**src/rtl/sfc_pkg.sv**
```systemverilog
// Shared types, constants and functions of the stored frame checker.
`default_nettype none

package sfc_pkg;

  // Record layout and default payload bound.
  localparam int MAX_PAYLOAD_DEF = 4085;
  localparam int HEADER_BYTES    = 11;
  localparam int MAGIC_BYTES     = 5;

  // Reflected CRC-32 constants.
  localparam logic [31:0] CRC_POLY = 32'hEDB8_8320;
  localparam logic [31:0] CRC_INIT = 32'hFFFF_FFFF;

  // Configuration register.
  localparam int          CAP_W     = 13;
  localparam logic [12:0] CAP_RESET = 13'd4096;
  localparam int          PADDR_W   = 3;
  localparam int          PDATA_W   = 32;

  // Register index of the destination capacity.
  localparam logic REG_DEST_CAPACITY = 1'b0;

  // Status codes reported on the last byte of a record.
  localparam logic [2:0] ST_OK      = 3'd0;
  localparam logic [2:0] ST_SIZE    = 3'd1;
  localparam logic [2:0] ST_HEADER  = 3'd2;
  localparam logic [2:0] ST_LENGTH  = 3'd3;
  localparam logic [2:0] ST_NO_ROOM = 3'd4;
  localparam logic [2:0] ST_CRC     = 3'd5;

  // One result item.
  typedef struct packed {
    logic        payload_valid;
    logic [7:0]  payload_byte;
    logic [11:0] payload_offset;
    logic        done_res;
    logic [2:0]  status;
    logic [11:0] payload_length;
  } sfc_res_t;

  // Expected header byte at positions 0 to 4: the magic and the version.
  function automatic logic [7:0] magic_byte(input logic [2:0] idx);
    logic [7:0] b;
    case (idx)
      3'd0:    b = 8'h53;
      3'd1:    b = 8'h4D;
      3'd2:    b = 8'h4B;
      3'd3:    b = 8'h4D;
      3'd4:    b = 8'h01;
      default: b = 8'h00;
    endcase
    return b;
  endfunction

  // One byte of a reflected CRC-32 update, eight shift steps.
  function automatic logic [31:0] crc_byte(input logic [31:0] crc, input logic [7:0] b);
    logic [31:0] c;
    c = crc ^ {24'h0, b};
    for (int k = 0; k < 8; k++) begin
      c = c[0] ? ((c >> 1) ^ CRC_POLY) : (c >> 1);
    end
    return c;
  endfunction

endpackage

`default_nettype wire

```
**src/rtl/sfc_core.sv**
```systemverilog
// Per-record state of the checker and the result logic for one byte.
`default_nettype none

module sfc_core #(
  parameter int MAX_PAYLOAD = sfc_pkg::MAX_PAYLOAD_DEF
) (
  input  wire logic                     clk,
  input  wire logic                     rst,
  input  wire logic                     accept,
  input  wire logic [7:0]               data_byte,
  input  wire logic                     last,
  input  wire logic [sfc_pkg::CAP_W-1:0] dest_capacity,
  output sfc_pkg::sfc_res_t             res
);

  localparam int FRAME_MAX = sfc_pkg::HEADER_BYTES + MAX_PAYLOAD;
  localparam int POS_W     = $clog2(FRAME_MAX + 1);
  // Wide enough for header plus a 16-bit length.
  localparam int CMP_W     = 18;

  logic [POS_W-1:0] byte_position, byte_position_next;
  logic             header_bad, header_bad_next;
  logic             frame_too_long, frame_too_long_next;
  logic [15:0]      length_field, length_field_next;
  logic [31:0]      expected_crc, expected_crc_next;
  logic [31:0]      running_crc, running_crc_next;

  logic [POS_W-1:0] offset;
  logic [CMP_W-1:0] offset_w;
  logic [CMP_W-1:0] len_w;
  logic [CMP_W-1:0] len_next_w;
  logic [CMP_W-1:0] flen_w;
  logic [CMP_W-1:0] cap_w;
  logic [1:0]       crc_lane;
  logic [31:0]      crc_upd;
  logic [2:0]       status_v;

  assign offset     = byte_position - POS_W'(sfc_pkg::HEADER_BYTES);
  assign offset_w   = CMP_W'(offset);
  assign len_w      = CMP_W'(length_field);
  assign cap_w      = CMP_W'(dest_capacity);
  // Positions 7 to 10 hold the stored CRC; the low two bits plus one give its byte lane.
  assign crc_lane   = byte_position[1:0] + 2'd1;
  assign crc_upd    = sfc_pkg::crc_byte(running_crc, data_byte);

  // Field capture, CRC update, forwarding and the end-of-record status.
  always_comb begin
    byte_position_next  = byte_position;
    header_bad_next     = header_bad;
    frame_too_long_next = frame_too_long;
    length_field_next   = length_field;
    expected_crc_next   = expected_crc;
    running_crc_next    = running_crc;
    res                 = '0;
    status_v            = sfc_pkg::ST_OK;

    if (byte_position >= POS_W'(FRAME_MAX)) begin
      // The position saturates; the record is marked as too long.
      frame_too_long_next = 1'b1;
    end else begin
      if (byte_position < POS_W'(sfc_pkg::MAGIC_BYTES)) begin
        if (data_byte != sfc_pkg::magic_byte(byte_position[2:0])) begin
          header_bad_next = 1'b1;
        end
      end else if (byte_position == POS_W'(5)) begin
        length_field_next[7:0] = data_byte;
      end else if (byte_position == POS_W'(6)) begin
        length_field_next[15:8] = data_byte;
      end else if (byte_position < POS_W'(sfc_pkg::HEADER_BYTES)) begin
        expected_crc_next[crc_lane*8 +: 8] = data_byte;
      end else if (offset_w < len_w) begin
        // Below the frame bound the offset is always under the payload limit.
        running_crc_next = crc_upd;
        if (!header_bad && len_w <= CMP_W'(MAX_PAYLOAD) &&
            len_w + CMP_W'(1) <= cap_w) begin
          res.payload_valid  = 1'b1;
          res.payload_byte   = data_byte;
          res.payload_offset = offset_w[11:0];
        end
      end
      byte_position_next = byte_position + POS_W'(1);
    end

    // Frame length including this byte, and the payload length field from the header.
    flen_w     = CMP_W'(byte_position_next);
    len_next_w = CMP_W'(length_field_next);

    if (last) begin
      if (frame_too_long_next || flen_w < CMP_W'(sfc_pkg::HEADER_BYTES)) begin
        status_v = sfc_pkg::ST_SIZE;
      end else if (header_bad_next) begin
        status_v = sfc_pkg::ST_HEADER;
      end else if (len_next_w > CMP_W'(MAX_PAYLOAD) ||
                   CMP_W'(sfc_pkg::HEADER_BYTES) + len_next_w > flen_w) begin
        status_v = sfc_pkg::ST_LENGTH;
      end else if (len_next_w + CMP_W'(1) > cap_w) begin
        status_v = sfc_pkg::ST_NO_ROOM;
      end else if ((running_crc_next ^ sfc_pkg::CRC_INIT) != expected_crc_next) begin
        status_v = sfc_pkg::ST_CRC;
      end
      res.done_res = 1'b1;
      res.status   = status_v;
      if (status_v == sfc_pkg::ST_OK) begin
        res.payload_length = length_field_next[11:0];
      end
      // The next byte starts a fresh record.
      byte_position_next  = '0;
      header_bad_next     = 1'b0;
      frame_too_long_next = 1'b0;
      length_field_next   = '0;
      expected_crc_next   = '0;
      running_crc_next    = sfc_pkg::CRC_INIT;
    end
  end

  // Record state advances once per accepted item.
  always_ff @(posedge clk) begin
    if (rst) begin
      byte_position  <= '0;
      header_bad     <= 1'b0;
      frame_too_long <= 1'b0;
      length_field   <= '0;
      expected_crc   <= '0;
      running_crc    <= sfc_pkg::CRC_INIT;
    end else if (accept) begin
      byte_position  <= byte_position_next;
      header_bad     <= header_bad_next;
      frame_too_long <= frame_too_long_next;
      length_field   <= length_field_next;
      expected_crc   <= expected_crc_next;
      running_crc    <= running_crc_next;
    end
  end

  // A last byte leaves the record state cleared.
  a_clear_after_last: assert property (@(posedge clk) disable iff (rst)
    accept && last |=> byte_position == '0 && running_crc == sfc_pkg::CRC_INIT &&
                       !header_bad && !frame_too_long)
    else $error("record state not cleared after last byte");

  // The position never passes the frame bound.
  a_pos_bound: assert property (@(posedge clk) disable iff (rst)
    byte_position <= POS_W'(FRAME_MAX))
    else $error("byte position beyond frame bound");

  // The too-long mark is only set once the position has saturated.
  a_too_long_sat: assert property (@(posedge clk) disable iff (rst)
    frame_too_long |-> byte_position == POS_W'(FRAME_MAX))
    else $error("frame marked too long before saturation");

endmodule

`default_nettype wire

```
**config.mk**
```make
export PLATFORM = sky130hd
export DESIGN_NAME = sfc_core
export DESIGN_NICKNAME = d
export VERILOG_FILES = /design/src/rtl/sfc_pkg.sv /design/src/rtl/sfc_core.sv
export SDC_FILE = /design/constraint.sdc
export NUM_CORES = 1
export LEC_CHECK = 0
export ABC_AREA = 1
export BUFFER_PORTS_ARGS = -buffer_cell sky130_fd_sc_hd__buf_2
export CORE_UTILIZATION = 35
export CTS_CLUSTER_DIAMETER = 50
export DETAILED_ROUTE_END_ITERATION = 10
export PLACE_DENSITY = 0.58
export SLEW_MARGIN = 20
export SYNTH_ARGS = -nofsm -noshare
export SYNTH_HDL_FRONTEND = slang
export SYNTH_SLANG_ARGS = --single-unit
```
**constraint.sdc**
```tcl
create_clock -name clk -period 4.8 [get_ports clk]
set_input_delay 0.96 -clock clk [delete_from_list [all_inputs] [get_ports clk]]
set_output_delay 0.96 -clock clk [all_outputs]
set_load 0.05 [all_outputs]
```
* Word-level counts from Yosys, hierarchy flattened
Index checks and enable logic that the tools add are counted.
** Word-level totals
- Register bits after elaboration :: 95
- Input port bits :: 25
- Output and inout port bits :: 37
- Logic and storage cells :: 105
** Cells by class
- Add/subtract/negate cells :: 7
- Magnitude comparators :: 10
- Eq/ne operators :: 8
- Shifts and indexed selects :: 2
- Multiplexer cells :: 54
- Bitwise gates (word level) :: 10
- Reductions and logical operators :: 8
** Operators with widths (count)
- 32-bit 2-to-1 mux :: 21
- 21-bit 2-to-1 mux :: 7
- 13-bit inverter with 14-bit output :: 8
- 16-bit 2-to-1 mux :: 4
- 8-bit 2-to-1 mux :: 5
- 16-bit by 1-bit adder with 17-bit output (second input constant) :: 2
- 17-bit by 13-bit greater-than comparator with 1-bit output :: 2
- 5-bit negator with 34-bit output :: 1
- 8-bit by 34-bit variable shift with 32-bit output (first input constant) :: 1
- 8-bit by 34-bit indexed part select with 32-bit output :: 1
- 32-bit bitwise mux :: 1
- 32-bit inequality test :: 1
- 32-bit inverter :: 1
- 32-bit by 8-bit bitwise XOR with 32-bit output :: 1
- 7-bit case mux with 4 select lines :: 1
- 13-bit by 3-bit equality test with 1-bit output (second input constant) :: 2
- 13-bit by 4-bit less-than comparator with 1-bit output (second input constant) :: 2
- 13-bit 2-to-1 mux :: 2
- 3-bit 2-to-1 mux :: 6
- 4-bit by 16-bit adder with 17-bit output (first input constant) :: 1
- 17-bit by 13-bit less-or-equal comparator with 1-bit output :: 1
- 16-bit by 12-bit greater-than comparator with 1-bit output (second input constant) :: 1
- 16-bit by 12-bit less-or-equal comparator with 1-bit output (second input constant) :: 1
- 13-bit by 16-bit less-than comparator with 1-bit output :: 1
- 16 further kinds :: 25

* Depth between registers and ports, before layout
Gate-level depths: netlist of the first run.
- Word-level depth :: 34
- Mapped depth :: 36
- Gate-level depth less buffers :: 34

* Worst setup path after synthesis of the first run
No wires, ideal clock.
- Path kind :: reg-to-output
- Start :: register byte_position[1]
- End :: output res[20] (netlist name)
- Data arrival time :: 4.788 ns
- Data required time :: 3.840 ns
- Slack :: -0.948 ns
- Stages on the path, launching flop included :: 26
- Buffers on the path :: 3
- Cell sequence :: dfxtp_1 -> ha_1 -> clkbuf_1 -> nor2_1 -> nor2_1 -> inv_1 -> nand2_1 -> nor4_1 -> xor2_1 -> inv_1 -> ha_1 -> nand2_1 -> inv_1 -> nand2_1 -> nand2_1 -> nand2_1 -> nand2_1 -> nor2_4 -> nand3_4 -> buf_2 -> a21oi_1 -> o2111ai_1 -> a21oi_1 -> inv_1 -> clkbuf_1 -> a21oi_1
** RTL lines
- start: declaration :: line sfc_core.sv:21 : logic [POS_W-1:0] byte_position, byte_position_next;
- start signal: assignment :: line sfc_core.sv:126 : byte_position <= byte_position_next;
- end: declaration :: line sfc_core.sv:13 : output sfc_pkg::sfc_res_t res

==> flow_summary.ini, run 1 <==
[outcome]
status = finished with violations
violations = negative setup slack

[routing]
drt-initial-drc-count = 1353
vias = 13770
via_per_inst = 5.132
drc = 0
firstDrtPassIters = 7
ant_nets = 0
drt_wl_total_um = 46390
wire_per_inst_um = 17.28

[critical_path]
worstRegToRegCells = 25
cp_data_arrival_time_ns = 4.83
cpMostUsedCell = nand2_2
startpoint_type = register
cp_slowest_cell = dfxtp_4
crit_required_ns = 3.84
worst_setup_path_end_kind = output port
reg2reg_slack_ns = 1.49
worstPathMaxFanout = 6
r2r_end = running_crc[14]
max_stage_delay_ns = 0.36
r2r-start = byte_position[0]
crit_type = reg -> out

[final_layout]
drive_gt1_frac = 0.2925
diodes = 0
final_util = 0.5222
layout.nets = 2376
area_growth_pct = 45.61

[power_and_ir_drop]
p_per_area_nw_per_um2 = 143.7
ir_drop_uv = 129.9
p_leak_nw = 8.023

[placement]
place.gp.congestion = 0.9617
dp_hpwl_um = 35200
portBuffers = 61
dp_slack_ns = -0.7458

[sta]
period_share = 1.206
fmax_ghz = 0.1727
relSlewSlack = 0.2451
finClkSkew_ns = 0.01286
finalSetupViolCount = 36
hold_viol_final = 0
tns_ns = -21.27
report.final.slew_viol_count = 0
fin_crit_ns = 5.791
worst_slack_ns = -0.9912
worst_pin_slew_ns = 1.132
rsz0062_at_grt = true

[synthesis]
yosys_warnings = 0
yosys-top-cells-count = nand2_1, inv_1, nand3_1
syn_inst = 1921
synth_top_area_frac = 0.2694
synthTopCellsByArea = nand2_1, dfxtp_1, inv_1
yosysTopAreaCell = nand2_1
synth_xor_area_frac = 0.05150
synth-edff-count = 0
synth_fa_ha_area_frac = 0.07240
yosysUniqueCellTypes = 45
synth-simple-area-share = 0.4643
ys_ff_latch = 95
synthesis.nets = 2008
synth_top_family_by_area = simple AND/OR/NAND/NOR gates
syn_avg_cell_area_sq_um = 5.577
synth.most_common_cell = nand2_1
synth.area.mux_share = 0
synth_flop_cell = dfxtp_1
async_flop_share = 0
synth-compound-area-share = 0.1132
synth-seq-area-share = 0.1775
synth_area_sq_um = 10710

[clock_network]
h-tree-depth = 3
ctsHoldBuffers = 0
cts_root_buf = clkbuf_16
cts_sinks = 95
clk_pin_slew_ns = 0.08
clock_latency_ns = 0.38
numCtsBuffers = 9
cts_tree = done
clock_path_buffers = 2

[floorplanning]
core_area_sq_um = 29870
die_x_um = 177.0
core.rowCount = 63
fp.dieH_um = 177.0
ios = 62
die-area_sq_um = 31310
initial_core_util = 0.3586

[min_path]
hold_end = expected_crc[23]
hold_path_class = reg -> reg
holdCritStartpoint = expected_crc[23]
hold_path_depth = 2

[grt]
grt_antenna_before_repair = 0
overflow = 0
grt_max_degree = 79
track_usage = 0.2972
grt_pass1_wl_um = 70720
grt_pass1_vias = 12560

[flow_run]
max_cap_violations = 0
[timing repair]
action / 4_1_cts / 5_1_grt
endpoints found under the setup margin: 36 / 36
pin swaps: 37 / 41
cloned: 3 / 0
resized for setup: 188 / 63
buffers inserted: 32 / 12
[placed cells by master, fill, tap and decap left out, types with 10 or more instances in the layout]
master,count
nand2_2,52
o21ai_0,45
buf_4,320
nor2_1,94
buf_2,25
nand2_4,11
o21ai_1,13
o211ai_1,10
nand4_1,27
xor2_1,54
inv_2,27
a21oi_1,110
nor2_4,54
buf_12,14
nand3_1,140
dfxtp_1,89
ha_1,56
buf_6,51
nor2_2,21
nand2_1,726
inv_1,212
[final cells by class]
cell class                      count  area [sq um]
Clock buffer                        9         225.2
Clock inverter                      7         73.82
Fill cell                        2947         14270
Inverter                          250         974.7
Multi-Input combinational cell   1513          8378
Sequential cell                    95          1917
Tap cell                          390         488.0
Timing Repair Buffer              420          3545
[stage by stage]
| step | instance area (sq um) | instances | hold WS (ns) | total power [mW] |
|---|---|---|---|---|
| final | 15600 | 2684 | 0.4675 | 2.241 |
| after global routing | 15600 | 2684 | 0.4788 | 2.344 |
| after CTS | 15240 | 2672 | 0.4676 | 2.237 |
| after detailed placement | 13980 | 2625 | 0.4551 | 1.450 |
| after global placement | 13980 | 2625 | 0.4515 | 1.443 |
| after floorplan | 11130 | 1921 | 0.4453 | 1.178 |
[critical path, delay by kind of cell (launching register included)]
| family | cells | cell delay [ns] |
|---|---|---|
| simple gates | 17 | 1.83 |
| buf+inv | 7 | 0.95 |
| compound gates | 5 | 0.63 |
| fa+ha+maj | 2 | 0.44 |
| flops | 1 | 0.36 |
| xor+xnor | 1 | 0.26 |
[per-layer routing]
metal / wire length (um) / up-vias / GRT usage
li1: - / 6793 / -
met1: 21070 / 6344 / 0.4165
met2: 20080 / 552 / 0.4572
met3: 3801 / 85 / 0.04961
met4: 1435 / 0 / 0.09806
met5: 0 / - / 0
[report_power, final]
part | total [mW] | switching, mW | internal [mW]
combinational | 0.639 | 0.402 | 0.237
clock | 0.783 | 0.412 | 0.371
sequential | 0.819 | 0.0165 | 0.803
total | 2.24 | 0.831 | 1.41
[logic make-up (layout without fill, tap and decap cells)]
logic type,Yosys count,in the layout
DFF,95,95
and+or+nand+nor,1167,1169
xor gates and xnor gates,63,63
AOI/OAI and AO/OA,219,219
adders and majority gates,62,62
buffers and inverters,315,686
[state kept, by name (all words and copies together) (netlist names)]
signal          count
length_field       16
expected_crc       32
running_crc        32
header_bad          1
frame_too_long      1
byte_position      13
[how the worst max path moves through the flow]
stage | end | cells after the start | start
after floorplan | res[10] | 33 | byte_position[1]
after global routing | res[2] | 32 | byte_position[1]
after detailed placement | res[10] | 34 | byte_position[1]
final | res[2] | 32 | byte_position[1]
after CTS | res[2] | 34 | byte_position[0]
after global placement | res[10] | 34 | byte_position[1]
No activity file was read; power rests on OpenSTA's default activity.
==> run 2, diff against run 1 <==
- PLACE_DENSITY: 0.58 -> not set
- PLACE_DENSITY_LB_ADDON: not set -> 0.05
- RECOVER_POWER: not set -> 100
==> flow_summary.ini, run 2 (synthesized netlist as in run 1, its figures left out) <==
[outcome]
status = finished with violations
violations = max-capacitance violations, max-slew violations, negative setup slack

[grt]
grt_max_degree = 79
grt_pass1_vias = 12570
overflow = 0
grt_pass1_wl_um = 73830
track_usage = 0.3175
grt_antenna_before_repair = 1

[routing]
dr_wl_met2_um = 20050
firstDrtPassIters = 6
drc = 0
drt-initial-drc-count = 1102
via_per_inst = 4.997
ant_nets = 0
vias = 13460
wl_met3_um = 3100
drt_wl_total_um = 48540
maxUsedRoutingLayer = met5
wl_met1_um = 24300
wire_per_inst_um = 18.02

[critical_path]
r2r-start = byte_position[1]
crit_required_ns = 3.84
cp-endpoint = res[6]
worstRegToRegCells = 26
worst_setup_path_end_kind = output port
cpMostUsedCell = buf_4
startpoint_type = register
max_stage_delay_ns = 0.36
worstPathMaxFanout = 6
crit_start = byte_position[1]
cp_data_arrival_time_ns = 4.74
reg2reg_slack_ns = 1.54
crit_type = reg -> out
cp_slowest_cell = dfxtp_4
r2r_end = running_crc[16]

[clock_network]
clk_pin_slew_ns = 0.08
numCtsBuffers = 9
h-tree-depth = 3
cts_tree = done
cts_sinks = 95
cts_root_buf = clkbuf_16
clock_latency_ns = 0.39
clock_path_buffers = 2
ctsHoldBuffers = 0

[floorplanning]
die-area_sq_um = 31310
core_area_sq_um = 29870
initial_core_util = 0.3586
die_x_um = 177.0
fp.dieH_um = 177.0
core.rowCount = 63
ios = 62

[power_and_ir_drop]
ir_drop_uv = 186.1
power.total_mw = 2.330
p_per_area_nw_per_um2 = 150.0
p_leak_nw = 8.026

[final_layout]
layout.nets = 2387
diodes = 0
final_common_cell = nand2_1
mostFrequentLayoutCells = nand2_1, buf_4, inv_1, nand3_1, a21oi_1
layout.area.seq_sq_um = 1912
fillerInstances = 3107
area_growth_pct = 44.97
drive_gt1_frac = 0.2891
instances_no_fill = 2694
reg.largest.list = expected_crc (32), running_crc (32), length_field (16)
multiInputGateArea_sq_um = 8293

[sta]
finClkSkew_ns = 0.01226
worst_slack_ns = -0.9039
hold_viol_final = 0
finalSetupViolCount = 35
period_share = 1.188
worst_pin_slew_ns = 3.231
report.final.slew_viol_count = 56
hold_slack_ns = 0.4671
rsz0062_at_grt = true
relSlewSlack = -1.154
fmax_ghz = 0.1753
fin_crit_ns = 5.704

[placement]
portBuffers = 61
dp_hpwl_um = 37570
dp_slack_ns = -0.6350
numPlacedInstances = 2652
place.gp.congestion = 0.9700

[flow_run]
max_cap_violations = 1

[min_path]
hold_path_class = reg -> reg
run 2: changes by cell type in the layout (fill, tap and decap cells not counted), moves of 3 or more:
| cell | before | now |
|---|---|---|
| buf_4 | 320 | 348 |
| buf_6 | 51 | 42 |
| nor2_4 | 54 | 45 |
| nor2_2 | 21 | 29 |
| buf_12 | 14 | 8 |
| inv_1 | 212 | 217 |
| buf_8 | 9 | 5 |
| inv_8 | 4 | 0 |
| nand2_1 | 726 | 730 |
| buf_16 | 1 | 4 |
| inv_2 | 27 | 24 |
run 2: metal layers:
metal	GRT usage	vias to the layer above
met5	0	-
met4	0.09124	2
met3	0.04940	58
met2	0.4691	422
met1	0.4674	6172
li1	-	6809
run 2: area by class of cell:
class | count | area share
inverter | 250 | 0.06211
multi-input combinational | 1512 | 0.5339
clock buffer | 10 | 0.01539
timing repair buffer | 432 | 0.2289
clock inverter | 5 | 0.005236
tap | 390 | 0.03142
sequential | 95 | 0.1231
run 2: repair_timing:
action / in CTS / in global routing
setup endpoints to repair: 36 / 36
cloned: 5 / 0
pin swaps: 38 / 44
buffers inserted: 15 / 8
hold endpoints to repair: 0 / 0
gates resized for setup: 165 / 47
run 2: per-stage QoR:
step / setup TNS [ns] / util / area [sq um]
floorplan: -2.019 / - / 11130
global placement: -8.270 / 0.4733 / 14140
detailed placement: -8.289 / 0.4733 / 14140
CTS: -13.77 / 0.5115 / 15280
global route: -25.59 / 0.5199 / 15530
finish: -16.92 / 0.5199 / 15530
run 2: worst min path at each step:
stage                           from          endpoint  slack (ns)  cells past startpoint
floorplan            expected_crc[0]   expected_crc[0]        0.45                      2
global placement    expected_crc[30]  expected_crc[30]        0.45                      2
detailed placement  expected_crc[26]  expected_crc[26]        0.46                      2
CTS                 expected_crc[26]  expected_crc[26]        0.47                      2
global route         expected_crc[3]   expected_crc[3]        0.49                      2
finish               expected_crc[3]   expected_crc[3]        0.47                      2
run 2: worst max-delay path, delay by kind of cell, from the launching register on:
kind,cells,cell delay (ns)
buffers and inverters,11,1.36
adders and majority gates,2,0.43
AOI/OAI and AO/OA,7,0.91
xor gates and xnor gates,1,0.16
and+or+nand+nor,12,1.11
DFF,1,0.36
run 2: power by group:
group / internal, mW / total, mW / switching [mW] / leakage [nW]
clock network: 0.470 / 0.855 / 0.385 / 0.155
registers: 0.803 / 0.819 / 0.0161 / 0.775
logic: 0.236 / 0.655 / 0.420 / 7.10
total: 1.51 / 2.33 / 0.821 / 8.03
==> run 3, diff against run 2 <==
- clock period: 4.8 -> 5.7 ns (I/O delays scaled with it)
==> flow_summary.ini, run 3 (synthesized netlist as in run 1, its figures left out) <==
[power_and_ir_drop]
ir_drop_uv = 123.5
pwr-share-comb = 0.275
p_per_area_nw_per_um2 = 128.5
switchingPower_uw = 698.6
p_leak_nw = 7.403
seqPwrFrac = 0.369
p_sw_frac = 0.3733
clkPwrFrac = 0.356
intPower_mw = 1.173

[routing]
drc = 0
wl_met1_um = 23080
ant_nets = 0
via_per_inst = 5.099
maxUsedRoutingLayer = met4
wire_per_inst_um = 18.32
wl_met3_um = 3437
firstDrtPassIters = 5
drt_wl_total_um = 47110
dr_wl_met2_um = 19530
drt-initial-drc-count = 1232
vias = 13110

[floorplanning]
fp.dieH_um = 177.0
core_area_sq_um = 29870
die_x_um = 177.0
die-area_sq_um = 31310
core.rowCount = 63
ios = 62
initial_core_util = 0.3586

[critical_path]
worstRegToRegCells = 23
cp_slowest_cell = dfxtp_1
crit_required_ns = 4.56
crit_type = reg -> out
worst_setup_path_end_kind = output port
worstPathMaxFanout = 14
startpoint_type = register
r2r_end = running_crc[14]
reg2reg_slack_ns = 2.20
r2r-start = byte_position[0]
cpMostUsedCell = nand2_1
cp_data_arrival_time_ns = 4.80
max_stage_delay_ns = 0.36

[clock_network]
numCtsBuffers = 9
clock_latency_ns = 0.38
h-tree-depth = 3
clk_pin_slew_ns = 0.09
ctsHoldBuffers = 0
cts_sinks = 95
cts_root_buf = clkbuf_16
clock_path_buffers = 2
cts_tree = done

[final_layout]
diodes = 0
reg.largest.list = expected_crc (32), running_crc (32), length_field (16)
final_common_cell = nand2_1
layout.area.seq_sq_um = 1906
layout.nets = 2263
area_growth_pct = 35.89
final_util = 0.4873
multiInputGateArea_sq_um = 8359
fillerInstances = 3132
mostFrequentLayoutCells = nand2_1, buf_4, inv_1, nand3_1, a21oi_1
instances_no_fill = 2571
drive_gt1_frac = 0.2609

[placement]
portBuffers = 61
dp_hpwl_um = 36020
place.gp.congestion = 0.9731
dp_slack_ns = -0.1134
numPlacedInstances = 2517

[grt]
overflow = 0
grt_max_degree = 71
grt_pass1_wl_um = 69600
grt_pass1_vias = 11560
track_usage = 0.2980
grt_antenna_before_repair = 1

[outcome]
status = finished with violations
violations = max-capacitance violations, max-slew violations, negative setup slack

[sta]
worst_slack_ns = -0.2401
finClkSkew_ns = 0.01293
rsz0062_at_grt = true
hold_viol_final = 0
finalSetupViolCount = 13
period_share = 1.042
fmax_ghz = 0.1683
fin_crit_ns = 5.940
report.final.slew_viol_count = 71
worst_pin_slew_ns = 3.945
tns_ns = -2.696
relSlewSlack = -1.630

[min_path]
holdCritStartpoint = expected_crc[17]
hold_end = expected_crc[17]
hold_path_depth = 2
hold_path_class = reg -> reg

[flow_run]
max_cap_violations = 1
-- run 3: cell types whose count changed in the layout (fill, tap and decap cells not counted), moves of 4 or more --
cell,delta
buf_4,-128
nand2_1,-17
nand2_2,+14
nor2_4,-14
nand3_1,-10
nand3_2,+9
nor2_1,+7
nor2_2,+7
o21ai_2,+5
buf_12,-4
buf_8,+4
-- run 3: layer usage --
metal,track usage,vias up
li1,-,6569
met1,0.4565,6053
met2,0.4245,434
met3,0.03737,54
met4,0.08728,0
met5,0,-
-- run 3: worst max path at each step --
stage / start / endpoint / cells after the start
finish: byte_position[2] / res[2] / 31
global route: byte_position[0] / res[0] / 35
CTS: byte_position[1] / res[0] / 35
detailed placement: byte_position[0] / res[6] / 35
global placement: data_byte[0] / res[6] / 25
floorplan: byte_position[1] / res[20] / 25
-- run 3: timing repair --
action,CTS,global route
gates cloned,6,1
pin swaps,27,59
gates resized for setup,160,170
buffers inserted,11,21
endpoints found under the setup margin,33,35
-- run 3: power by group through the flow --
stage	Sequential [mW]	Combinational, mW	Clock (mW)
CTS	0.690	0.498	0.674
floorplan	0.702	0.286	0
global route	0.692	0.566	0.698
global placement	0.705	0.485	0
finish	0.691	0.514	0.667
detailed placement	0.705	0.488	0
-- run 3: final cells by class --
| type | instances | area share |
|---|---|---|
| repair buffers | 306 | 0.1752 |
| clock inverters | 6 | 0.004297 |
| multi-input cells | 1514 | 0.5742 |
| clock buffers | 10 | 0.01641 |
| well taps | 390 | 0.03352 |
| inverters | 250 | 0.06549 |
| flip-flops and latches | 95 | 0.1309 |
-- run 3: worst max-delay path, delay by kind of cell (launching register included) --
family | cells | cell delay (ns)
adder cells (fa/ha/maj) | 1 | 0.29
buffers and inverters | 8 | 1.17
flip-flops | 1 | 0.36
AND/OR/NAND/NOR | 20 | 2.25
AO/OA/AOI/OAI | 2 | 0.33
-- run 3: stage by stage --
stage | power [mW] | area [sq um] | hold slack, ns
after floorplan | 0.9879 | 10720 | 0.4453
after global placement | 1.190 | 12760 | 0.4518
after detailed placement | 1.193 | 12760 | 0.4587
after CTS | 1.861 | 13810 | 0.4716
after global routing | 1.956 | 14560 | 0.4878
final | 1.872 | 14560 | 0.4680
